==> config.mk <==
export PLATFORM = sky130hd
export DESIGN_NAME = aprc_match
export DESIGN_NICKNAME = d
export VERILOG_FILES = /design/src/rtl/address_port_rule_classifier_unit_assert.svh /design/src/rtl/aprc_pkg.sv /design/src/rtl/aprc_match.sv
export SDC_FILE = /design/constraint.sdc
export NUM_CORES = 1
export LEC_CHECK = 0
export BUFFER_PORTS_ARGS = -buffer_cell sky130_fd_sc_hd__buf_2
export CAP_MARGIN = 20
export CORE_MARGIN = 2
export CORE_UTILIZATION = 39
export DETAILED_ROUTE_END_ITERATION = 16
export GPL_ROUTABILITY_DRIVEN = 0
export PLACE_DENSITY = 0.85
export SETUP_SLACK_MARGIN = 0.1
export SLEW_MARGIN = 30
export SYNTH_ARGS = -nofsm -noshare
export SYNTH_HDL_FRONTEND = slang
export SYNTH_SLANG_ARGS = --single-unit
==> constraint.sdc <==
create_clock -name vclk -period 2.1
set_input_delay 0.105 -clock vclk [all_inputs]
set_output_delay 0.105 -clock vclk [all_outputs]
set_load 0.1 [all_outputs]
==> src/rtl/address_port_rule_classifier_unit_assert.svh <==
// assertion macros used by the rule classifier unit
`ifndef ADDRESS_PORT_RULE_CLASSIFIER_UNIT_ASSERT_SVH
`define ADDRESS_PORT_RULE_CLASSIFIER_UNIT_ASSERT_SVH

// same-cycle implication
`define APRC_ASSERT_NOW(lbl, clk, rst, ante, cons, msg) \
   lbl: assert property (@(posedge clk) disable iff (rst) (ante) |-> (cons)) else $error(msg);

// next-cycle implication
`define APRC_ASSERT_NEXT(lbl, clk, rst, ante, cons, msg) \
   lbl: assert property (@(posedge clk) disable iff (rst) (ante) |=> (cons)) else $error(msg);

`endif

==> src/rtl/aprc_pkg.sv <==
package aprc_pkg;

   localparam logic [1:0] CMD_CLEAR    = 2'd0;
   localparam logic [1:0] CMD_APPEND   = 2'd1;
   localparam logic [1:0] CMD_CLASSIFY = 2'd2;

   localparam logic [1:0] VERDICT_ACCEPTED      = 2'd0;
   localparam logic [1:0] VERDICT_PROB_ACCEPTED = 2'd1;
   localparam logic [1:0] VERDICT_REJECTED      = 2'd2;
   localparam logic [1:0] VERDICT_PROB_REJECTED = 2'd3;

   localparam logic [15:0] ALL_PORTS_HIGH = 16'd65535;

   typedef struct packed {
      logic [31:0] address;
      logic [31:0] mask;
      logic [15:0] port_low;
      logic [15:0] port_high;
      logic        rejects;
   } rule_type;

   localparam int RULE_W = $bits(rule_type);

   typedef struct packed {
      logic definite;
      logic uncertain;
   } hit_type;

   typedef enum logic [1:0] {
      ST_IDLE = 2'b01,
      ST_SCAN = 2'b10
   } state_type;

endpackage

==> src/rtl/aprc_match.sv <==
module aprc_match (
   input  aprc_pkg::rule_type rule,
   input  logic [31:0]        query_address,
   input  logic [15:0]        query_port,
   output aprc_pkg::hit_type  hit
);
   import aprc_pkg::*;

   logic in_range;
   logic port_unknown;
   logic whole_range;
   logic port_fits;
   logic addr_match;

   always_comb begin
      in_range     = (query_port >= rule.port_low) && (query_port <= rule.port_high);
      port_unknown = (query_port == 16'd0);
      whole_range  = port_unknown && (rule.port_low <= 16'd1)
                     && (rule.port_high == ALL_PORTS_HIGH);
      port_fits    = in_range || whole_range;
      addr_match   = ((query_address & rule.mask) == (rule.address & rule.mask));
      if (query_address == 32'd0) begin
         // unknown address: only an any-address rule can match for sure
         hit.definite  = port_fits && (rule.mask == 32'd0);
         hit.uncertain = port_fits ? (rule.mask != 32'd0) : port_unknown;
      end else begin
         hit.definite  = addr_match && in_range;
         hit.uncertain = addr_match && !in_range && port_unknown;
      end
   end

endmodule

## Word-level counts from Yosys, hierarchy flattened

Index checks and enable logic that the tools add are counted.

| operators by class | value |
|---|---|
| add/sub/neg operators | 0 |
| multipliers | 0 |
| divide/modulo/power cells | 0 |
| $lt $le $gt $ge | 3 |
| equal/unequal tests | 2 |
| shift-type cells | 0 |
| muxes and demuxes | 2 |
| bitwise operators | 2 |
| reductions and logical operators | 13 |

Operators by type and width:

| kind | number |
|---|---|
| $and A32 B32 Y32 | 2 |
| $logic_not A32 Y1 | 2 |
| $eq A32 B32 Y1 | 1 |
| $reduce_bool A32 Y1 | 1 |
| $eq A16 B16 Y1 const B | 1 |
| $ge A16 B16 Y1 | 1 |
| $le A16 B1 Y1 const B | 1 |
| $le A16 B16 Y1 | 1 |
| $logic_not A16 Y1 | 1 |
| $logic_and A1 B1 Y1 | 7 |
| $mux W2 | 1 |
| $logic_not A1 Y1 | 1 |
| $logic_or A1 B1 Y1 | 1 |
| $mux W1 | 1 |

| storage, ports and cells | value |
|---|---|
| register bits after elaboration | 0 |
| bits in latches | 0 |
| RAM bits | 0 |
| ROM bits | 0 |
| logic and storage cells | 22 |
| memories | 0 |

## Logic depth before layout (Yosys ltp)

Gate-level depths: netlist (run 1).

| logic depth | value |
|---|---|
| word-level depth | 6 |
| gate-level depth with buffers | 8 |

## Least setup slack after synthesis (run 1)

OpenSTA, ideal clock, no wires.

| timing path | value |
|---|---|
| path type | input to output |
| from | input port query_port[0] |
| to | output port hit[0] in the netlist's numbering |
| data arrival time | 3281 ps |
| setup slack | -1286 ps |
| stages | 8 |
| path buffers | 0 |
| path through | inv_1 > ha_1 > nand2b_4 > a2111oi_4 > nor4b_1 > or4_4 > or2_0 > a32oi_1 |

RTL lines:

| element | line | source |
|---|---|---|
| start, declared | aprc_match.sv:4 | `input logic [15:0] query_port,` |
| end, declared | aprc_match.sv:5 | `output aprc_pkg::hit_type hit` |

==> impl_metrics.ini, run 1 <==
[synthesis]
ys_types = 31
yosys.area_share.simple_pct = 28.5
synth_xor_area_share_pct = 18.1
syn_area_um2 = 1550
synthAdderAreaFrac_pct = 25.9
yosys.area.top_type = ha_1
seq_area_frac_synth_pct = 0
synth-compound-area-share_pct = 20.0
ys_warn_count = 0
synth_nets = 387
synthTopCellsByArea = ha_1 (26%), xor2_1 (18%), nor4_1 (11%), inv_1 (7.5%), nand4_1 (6.9%)
synthMuxAreaShare_pct = 0
synth_top_family_by_area = simple AND/OR/NAND/NOR gates
syn_inst = 210
synth_top_area_share_pct = 25.9
synth_area_per_cell_um2 = 7.37

[drt]
routed_wl_mm = 7.00
avgViaCountPerCell = 5.74
drtPass1Iterations = 4
drt_iter0_markers = 112
wire_per_inst_um = 16.7
vias = 2407
drcViolationCount = 0
ant_nets = 0

[floorplanning]
die_area_um2 = 4490
io_pins = 147
initial_core_util_pct = 41.3
dieWidth_um = 67.0
std_cell_rows = 22
die_height_um = 67.0
fp.coreArea_um2 = 3740

[critical_path]
end_kind = output pin
cpPeakStageDelay_ns = 0.35
slowest_stage = or3_4
cpLargestDelayFamily = simple AND/OR/NAND/NOR gates
path_common_cell = buf_6
crit_arrival_ns = 2.15
crit_path_cell_trace = buf_6, buf_6, ha_4, nand4_1, buf_4, a2111oi_4, nor3_4, or3_4, a32oi_4, buf_12
crit_type = input pin to output pin
crit_buf_inv = 4
critPathMaxFanout = 3
start_kind = input pin
required_ns = 2.00

[timing]
post-route-period-util_pct = 107
setup-violations-final = 1
whs_ns = 0.787
slew_violations = 0
rsz0062_at_grt = true
worstMarginPinSlew_ns = 0.442
hold_violations = 0
slew_headroom_pct = 70.2
worst_slack_ns = -0.151
max_freq_mhz = 444
fin_crit_ns = 2.25
fin_setup_tns_ns = -0.151

[place]
dp_hpwl_mm = 6.14
place_ws_ns = -0.140
dpl.cell_count = 417
io_buffers = 146
dpl-instance-area_um2 = 2730

[global_route]
grt_pass1_wl_mm = 10.1
grt_usage_pct = 29.5
overflow = 0
grt_max_degree = 5
antenna_found_initial = 0
grt_pass1_vias = 2379

[clocking]
ctsHoldBuffers = 0

[power_and_ir_drop]
pwr-share-comb_pct = 100.0
power.density_nw_per_um2 = 190
p_switching_mw = 0.262
finalPower_mw = 0.544
power_leakage_nw = 1.38
clkPwrFrac_pct = 0
ir_drop_mv = 0.100
swShare_pct = 48.3
cell_internal_pwr_mw = 0.281
seqPwrFrac_pct = 0

[final_layout]
drive_gt1_share_pct = 55.5
antennaDiodeCount = 0
final_cell_count_no_fill = 419
final_util_pct = 76.2
final_cell_area_um2 = 2850
fill_cells = 275
syn_to_final_growth_pct = 84.4
nClkBuffers = 0
fin_nets = 550
seq_cell_count = 0
ff_latch_area_um2 = 0

[status]
status = finished, violations left
violations = setup timing

[hold_path]
hp-class = input pin to output pin

[flow_run]
drv_cap = 0
[layout by cell type (no fill, tap or decap), drive strengths merged, types with 3 or more instances in the layout]
cell type and instances:
a21oi 11, a22oi 9, nand2 9, a221oi 4, or4 3, xor2 32, o21ai 3, a22o 5
nand4 17, nor4 27, ha 32, buf 161, nor2 4, nand3 5, inv 31
[synthesized netlist by cell type]
| cell type | number |
|---|---|
| a2111oi_0 | 1 |
| a2111oi_4 | 1 |
| a21o_1 | 2 |
| a21oi_1 | 11 |
| a221o_1 | 1 |
| a221oi_1 | 4 |
| a22o_1 | 5 |
| a22oi_1 | 9 |
| a32oi_1 | 1 |
| ha_1 | 32 |
| inv_1 | 31 |
| nand2_1 | 9 |
| nand2b_1 | 1 |
| nand2b_4 | 1 |
| nand3_1 | 5 |
| nand3b_1 | 1 |
| nand4_1 | 17 |
| nor2_1 | 4 |
| nor2b_1 | 2 |
| nor3_1 | 1 |
| nor4_1 | 27 |
| nor4b_1 | 1 |
| o211ai_1 | 2 |
| o21a_1 | 1 |
| o21ai_0 | 2 |
| o21ai_1 | 1 |
| or2_0 | 1 |
| or3_1 | 1 |
| or4_1 | 2 |
| or4_4 | 1 |
| xor2_1 | 32 |
[cell type report]
class                           count  area [um^2]  area share, %
Inverter                           31          129           4.52
Timing Repair Buffer              161          911           31.9
Multi-Input combinational cell    179         1750           61.5
Tap cell                           48         60.1           2.10
[power by group through the flow]
stage,combinational [mW],clock (mW),sequential [mW]
global route,0.591,0,0
floorplan,0.231,0,0
CTS,0.517,0,0
global placement,0.483,0,0
finish,0.544,0,0
detailed placement,0.500,0,0
[cells by family after synthesis]
kind of cell,after synthesis
AND/OR/NAND/NOR,74
AO/OA/AOI/OAI,41
XOR/XNOR,32
adder cells (fa/ha/maj),32
buffers and inverters,31
[worst paths after layout]
kind,start,endpoint,slack [ns],cells past startpoint
max,query_port[9],hit[0],-0.15,10
min,rule[62],hit[0],0.79,6
[routing by layer]
metal	global-route usage (%)	vias to the layer above	wire length, um
met3	3.38	26	525
met4	7.40	0	247
met5	0	-	0
li1	-	1143	-
met2	61.3	121	3760
met1	30.3	1117	2470
[what timing repair did]
item,CTS,global route
gates resized for setup,10,8
pin swaps,3,6
hold endpoints to repair,0,0
setup buffers,0,2
setup endpoints to repair,2,2
Note: power is estimated with default switching activity, not from simulation.
==> inputs of run 2 (changes only) <==
--- a/config.mk
+++ b/config.mk
@@ -5,10 +5,11 @@
 export SDC_FILE = /design/constraint.sdc
 export NUM_CORES = 1
 export LEC_CHECK = 0
+export ABC_AREA = 1
 export BUFFER_PORTS_ARGS = -buffer_cell sky130_fd_sc_hd__buf_2
 export CAP_MARGIN = 20
 export CORE_MARGIN = 2
-export CORE_UTILIZATION = 39
+export CORE_UTILIZATION = 42
 export DETAILED_ROUTE_END_ITERATION = 16
 export GPL_ROUTABILITY_DRIVEN = 0
 export PLACE_DENSITY = 0.85
==> run 2 against run 1 <==
Effect of this change: the run now ends clean; count of clock-buffer cells in the layout stayed put; routed wire length down 14%; worst setup slack improved by 0.50 ns; sequential share of layout area unchanged; critical path depth rose by 2; combinational power fell by 16%; first-iteration DRC count shrank 52%; critical path type unchanged; highest routed layer unchanged.
==> impl_metrics.ini, run 2 <==
[status]
status = finished clean

[final_layout]
drive_gt1_share_pct = 33.4
final_cell_mix = buf_2 (144), nand2_1 (84), nor2_1 (71)
fin_nets = 688
syn_to_final_growth_pct = 44.6
final_cell_count_no_fill = 561
final_cell_area_um2 = 2680
nClkBuffers = 0
final_common_cell = buf_2
antennaDiodeCount = 0
seq_cell_count = 0
ff_latch_area_um2 = 0

[critical_path]
path_common_cell = nand2_4
cpPeakStageDelay_ns = 0.31
required_ns = 2.00
crit_path_cell_trace = buf_2, inv_1, ha_1, nand4_1, nor3_2, nand3_1, nand2_4, nand2_4, o21ai_1, nand2_1, nor2_2, buf_12
crit_cells = 12
end_kind = output pin
critPathMaxFanout = 4
start_kind = input pin
cpLargestDelayFamily = simple AND/OR/NAND/NOR gates
slowest_stage = ha_1
crit_buf_inv = 3
crit_type = input pin to output pin
crit_arrival_ns = 1.64

[synthesis]
synth_area_per_cell_um2 = 5.11
synth_nets = 540
ys_warn_count = 0
syn_area_um2 = 1860
ys_types = 21
yosysMostFrequentCell = nand2_1
yosys.area.top_type = ha_1
syn_inst = 363
synth_top_area_share_pct = 21.6
synth_common_cells = nand2_1 (84), nor2_1 (72), inv_1 (55)
synthTopCellsByArea = ha_1 (22%), nand2_1 (17%), nor2_1 (15%), inv_1 (11%), o21ai_1 (7.3%)
seq_area_frac_synth_pct = 0

[timing]
worstMarginPinSlew_ns = 0.343
max_freq_mhz = 572
setup-violations-final = 0
slew_violations = 0
hold_violations = 0
rsz0062_at_grt = false
fin_crit_ns = 1.75
post-route-period-util_pct = 83.3
worst_slack_ns = 0.351
fin_setup_tns_ns = 0
slew_headroom_pct = 76.9

[clocking]
cts_resized = 0
post_cts_buffers = 0
ctsHoldBuffers = 0

[place]
io_buffers = 146
place_ws_ns = 0.353
dp_hpwl_mm = 5.66
dpl-instance-area_um2 = 2680
dpl.cell_count = 561

[power_and_ir_drop]
power_leakage_nw = 1.71
ir_drop_mv = 0.0930
power.density_nw_per_um2 = 170

[floorplanning]
die_area_um2 = 4970
initial_core_util_pct = 43.2
dieWidth_um = 70.5
io_pins = 147
die_height_um = 70.5
std_cell_rows = 24
fp.coreArea_um2 = 4290

[hold_path]
hold_end = hit[0]
hold_depth = 7
hp-class = input pin to output pin
hp-start = query_port[0]

[drt]
drt_iter0_markers = 54
avgViaCountPerCell = 5.03
routed_wl_mm = 6.03
drcViolationCount = 0
wire_per_inst_um = 10.8
drtPass1Iterations = 4
ant_nets = 0
vias = 2820

[global_route]
grt_max_degree = 5
grt_pass1_wl_mm = 9.98
grt_pass1_vias = 2563
grt_usage_pct = 23.4
overflow = 0
antenna_found_initial = 0

[flow_run]
drv_cap = 0
## run 2: logic make-up after synthesis
kind of cell / count (synthesis) / share of synthesized area [%]
AND/OR/NAND/NOR: 211 / 50.3
buffers and inverters: 72 / 14.6
AO/OA/AOI/OAI: 47 / 13.1
adder cells (fa/ha/maj): 32 / 21.6
XOR/XNOR: 1 / 0.472
## run 2: worst min-delay path, delay by kind of cell
family | cells | cell delay, ns
compound gates | 1 | 0.07
simple gates | 4 | 0.28
buf+inv | 2 | 0.24
## run 2: worst max path at each step
stage                   from     end  slack [ns]
detailed placement  rule[12]  hit[0]        0.35
global placement    rule[10]  hit[0]        0.40
floorplan            rule[8]  hit[0]        0.11
CTS                 rule[12]  hit[0]        0.35
global route        rule[20]  hit[0]        0.19
finish              rule[12]  hit[0]        0.35
## run 2: layout make-up
type               instances  area [um^2]
fillers                  418         1610
inverters                 72          270
multi-input cells        291         1590
well taps                 52         65.1
repair buffers           146          761
## run 2: metal layers
| metal | up-vias | GRT usage (%) | part of all wire, % |
|---|---|---|---|
| met1 | 1209 | 26.1 | 39 |
| met3 | 8 | 2.16 | 7.7 |
| met2 | 128 | 48.0 | 52 |
| li1 | 1475 | - | - |
| met4 | 0 | 2.14 | 1.1 |
| met5 | - | 0 | 0 |
## run 2: through the flow
| stage | utilization [%] | hold WS (ns) | total power, mW |
|---|---|---|---|
| finish | 62.5 | 0.813 | 0.456 |
| global route | 62.5 | 0.848 | 0.524 |
| CTS | 62.5 | 0.802 | 0.457 |
| detailed placement | 62.5 | 0.798 | 0.455 |
| global placement | 62.5 | 0.780 | 0.441 |
| floorplan | - | 0.602 | 0.231 |
## run 2: power by group
group | internal (mW) | total [mW] | switching (mW)
logic | 0.214 | 0.456 | 0.242
registers | 0 | 0 | 0
clock network | 0 | 0 | 0
==> inputs of run 3 (changes only) <==
--- a/config.mk
+++ b/config.mk
@@ -9,10 +9,10 @@
 export BUFFER_PORTS_ARGS = -buffer_cell sky130_fd_sc_hd__buf_2
 export CAP_MARGIN = 20
 export CORE_MARGIN = 2
-export CORE_UTILIZATION = 42
+export CORE_UTILIZATION = 38
 export DETAILED_ROUTE_END_ITERATION = 16
 export GPL_ROUTABILITY_DRIVEN = 0
-export PLACE_DENSITY = 0.85
+export PLACE_DENSITY = 0.81
 export SETUP_SLACK_MARGIN = 0.1
 export SLEW_MARGIN = 30
 export SYNTH_ARGS = -nofsm -noshare
==> constraint.sdc (replaced) <==
create_clock -name vclk -period 1.6
set_input_delay 0.08 -clock vclk [all_inputs]
set_output_delay 0.08 -clock vclk [all_outputs]
set_load 0.1 [all_outputs]
==> run 3 against run 2 <==
Effect of this change: the run now ends with setup timing left; critical path type unchanged; sequential cell count stayed put; sequential share of layout area stayed put; first-iteration DRC count is 100% higher; count of clock-buffer cells in the layout stayed put; final cell count is 5.2% higher.
==> impl_metrics.ini, run 3 (synthesized netlist as in run 2, its figures left out) <==
[drt]
wire_per_inst_um = 12.1
vias = 2907
routed_wl_mm = 7.13
drcViolationCount = 0
drtPass1Iterations = 4
ant_nets = 0
drt_iter0_markers = 108
avgViaCountPerCell = 4.93

[hold_path]
hold_depth = 7
hold_end = hit[1]
hp-class = input pin to output pin
hp-start = rule[40]

[timing]
whs_ns = 0.716
rsz0062_at_grt = true
worstMarginPinSlew_ns = 0.323
setup-violations-final = 2
worst_slack_ns = -0.103
post-route-period-util_pct = 106
slew_violations = 0
max_freq_mhz = 587
slew_headroom_pct = 78.2
fin_crit_ns = 1.70
hold_violations = 0

[critical_path]
start_kind = input pin
crit_type = input pin to output pin
required_ns = 1.52
end_kind = output pin
crit_arrival_ns = 1.62
critPathMaxFanout = 4

[final_layout]
ff_latch_area_um2 = 0
seq_cell_count = 0
fin_nets = 702
final_cell_area_um2 = 3160
final_common_cell = buf_2
final_cell_mix = buf_2 (134), nand2_1 (74), nor2_1 (68)
syn_to_final_growth_pct = 70.1
antennaDiodeCount = 0
nClkBuffers = 0
drive_gt1_share_pct = 44.2
fill_cells = 386

[floorplanning]
std_cell_rows = 25
dieWidth_um = 73.9
die_area_um2 = 5460
fp.coreArea_um2 = 4720
die_height_um = 73.9
io_pins = 147
initial_core_util_pct = 39.3

[place]
io_buffers = 146
dpl-instance-area_um2 = 2800
place_ws_ns = -0.0868
dp_hpwl_mm = 5.74

[flow_run]
drv_cap = 0

[global_route]
overflow = 0
grt_pass1_wl_mm = 10.5
grt_max_degree = 5
grt_usage_pct = 23.7
antenna_found_initial = 0
grt_pass1_vias = 2713

[power_and_ir_drop]
ir_drop_mv = 0.130
power.density_nw_per_um2 = 239
power_leakage_nw = 1.81

[status]
violations = setup timing
status = finished, violations left
## run 3: changes by cell type in the layout (fill, tap and decap cells not counted), sizes merged
cell / before / now
buf: 146 / 160
## run 3: per-layer routing
| layer | wire length, um | vias up | global-route usage (%) |
|---|---|---|---|
| met5 | 0 | - | 0 |
| met4 | 164 | 0 | 4.04 |
| met3 | 453 | 18 | 1.65 |
| met2 | 3770 | 134 | 50.1 |
| met1 | 2740 | 1246 | 24.9 |
| li1 | - | 1509 | - |
## run 3: worst max-delay path by stage
stage,slack (ns),to,from,cells after the start
after CTS,-0.08,hit[0],rule[11],14
after global placement,-0.02,hit[0],query_port[7],15
after floorplan,-0.06,hit[0],rule[8],12
after global routing,-0.19,hit[0],query_port[15],13
final,-0.10,hit[0],rule[14],14
after detailed placement,-0.09,hit[0],query_port[15],11
## run 3: metrics by stage
stage	util (%)	TNS [ns]	total power, mW	cells
detailed placement	59.2	-0.143	0.620	587
CTS	65.0	-0.0759	0.709	590
global placement	59.2	-0.0237	0.601	587
finish	66.8	-0.133	0.754	590
floorplan	-	-0.0579	0.303	363
global route	66.8	-0.308	0.844	590
## run 3: area by class of cell
| class | count | area (um^2) | area share (%) |
|---|---|---|---|
| timing repair buffer | 160 | 936 | 29.6 |
| inverter | 72 | 280 | 8.88 |
| tap | 67 | 83.8 | 2.66 |
| multi-input combinational | 291 | 1860 | 58.8 |
## run 3: worst max-delay path, stage by stage
cell,delay [ns]
buf_2,0.09
inv_1,0.06
ha_4,0.27
nand2_2,0.08
nor3_4,0.25
nand2_1,0.10
nand2_2,0.09
nand2_4,0.06
nand2_4,0.08
nand2_2,0.05
nand2_2,0.06
nand2_2,0.06
nor2_4,0.10
buf_12,0.18
## run 3: power breakdown
group / total (mW) / internal (mW) / leakage [nW] / switching [mW]
clock: 0 / 0 / 0 / 0
combinational: 0.754 / 0.370 / 1.81 / 0.384
sequential: 0 / 0 / 0 / 0
## run 3: timing repair
item / 4_1_cts / 5_1_grt
setup endpoints to repair: 2 / 2
endpoints found under the hold margin: 0 / 0
pin swaps: 21 / 10
resized for setup: 50 / 18
hold buffers: 0 / 0
setup buffers: 3 / 0
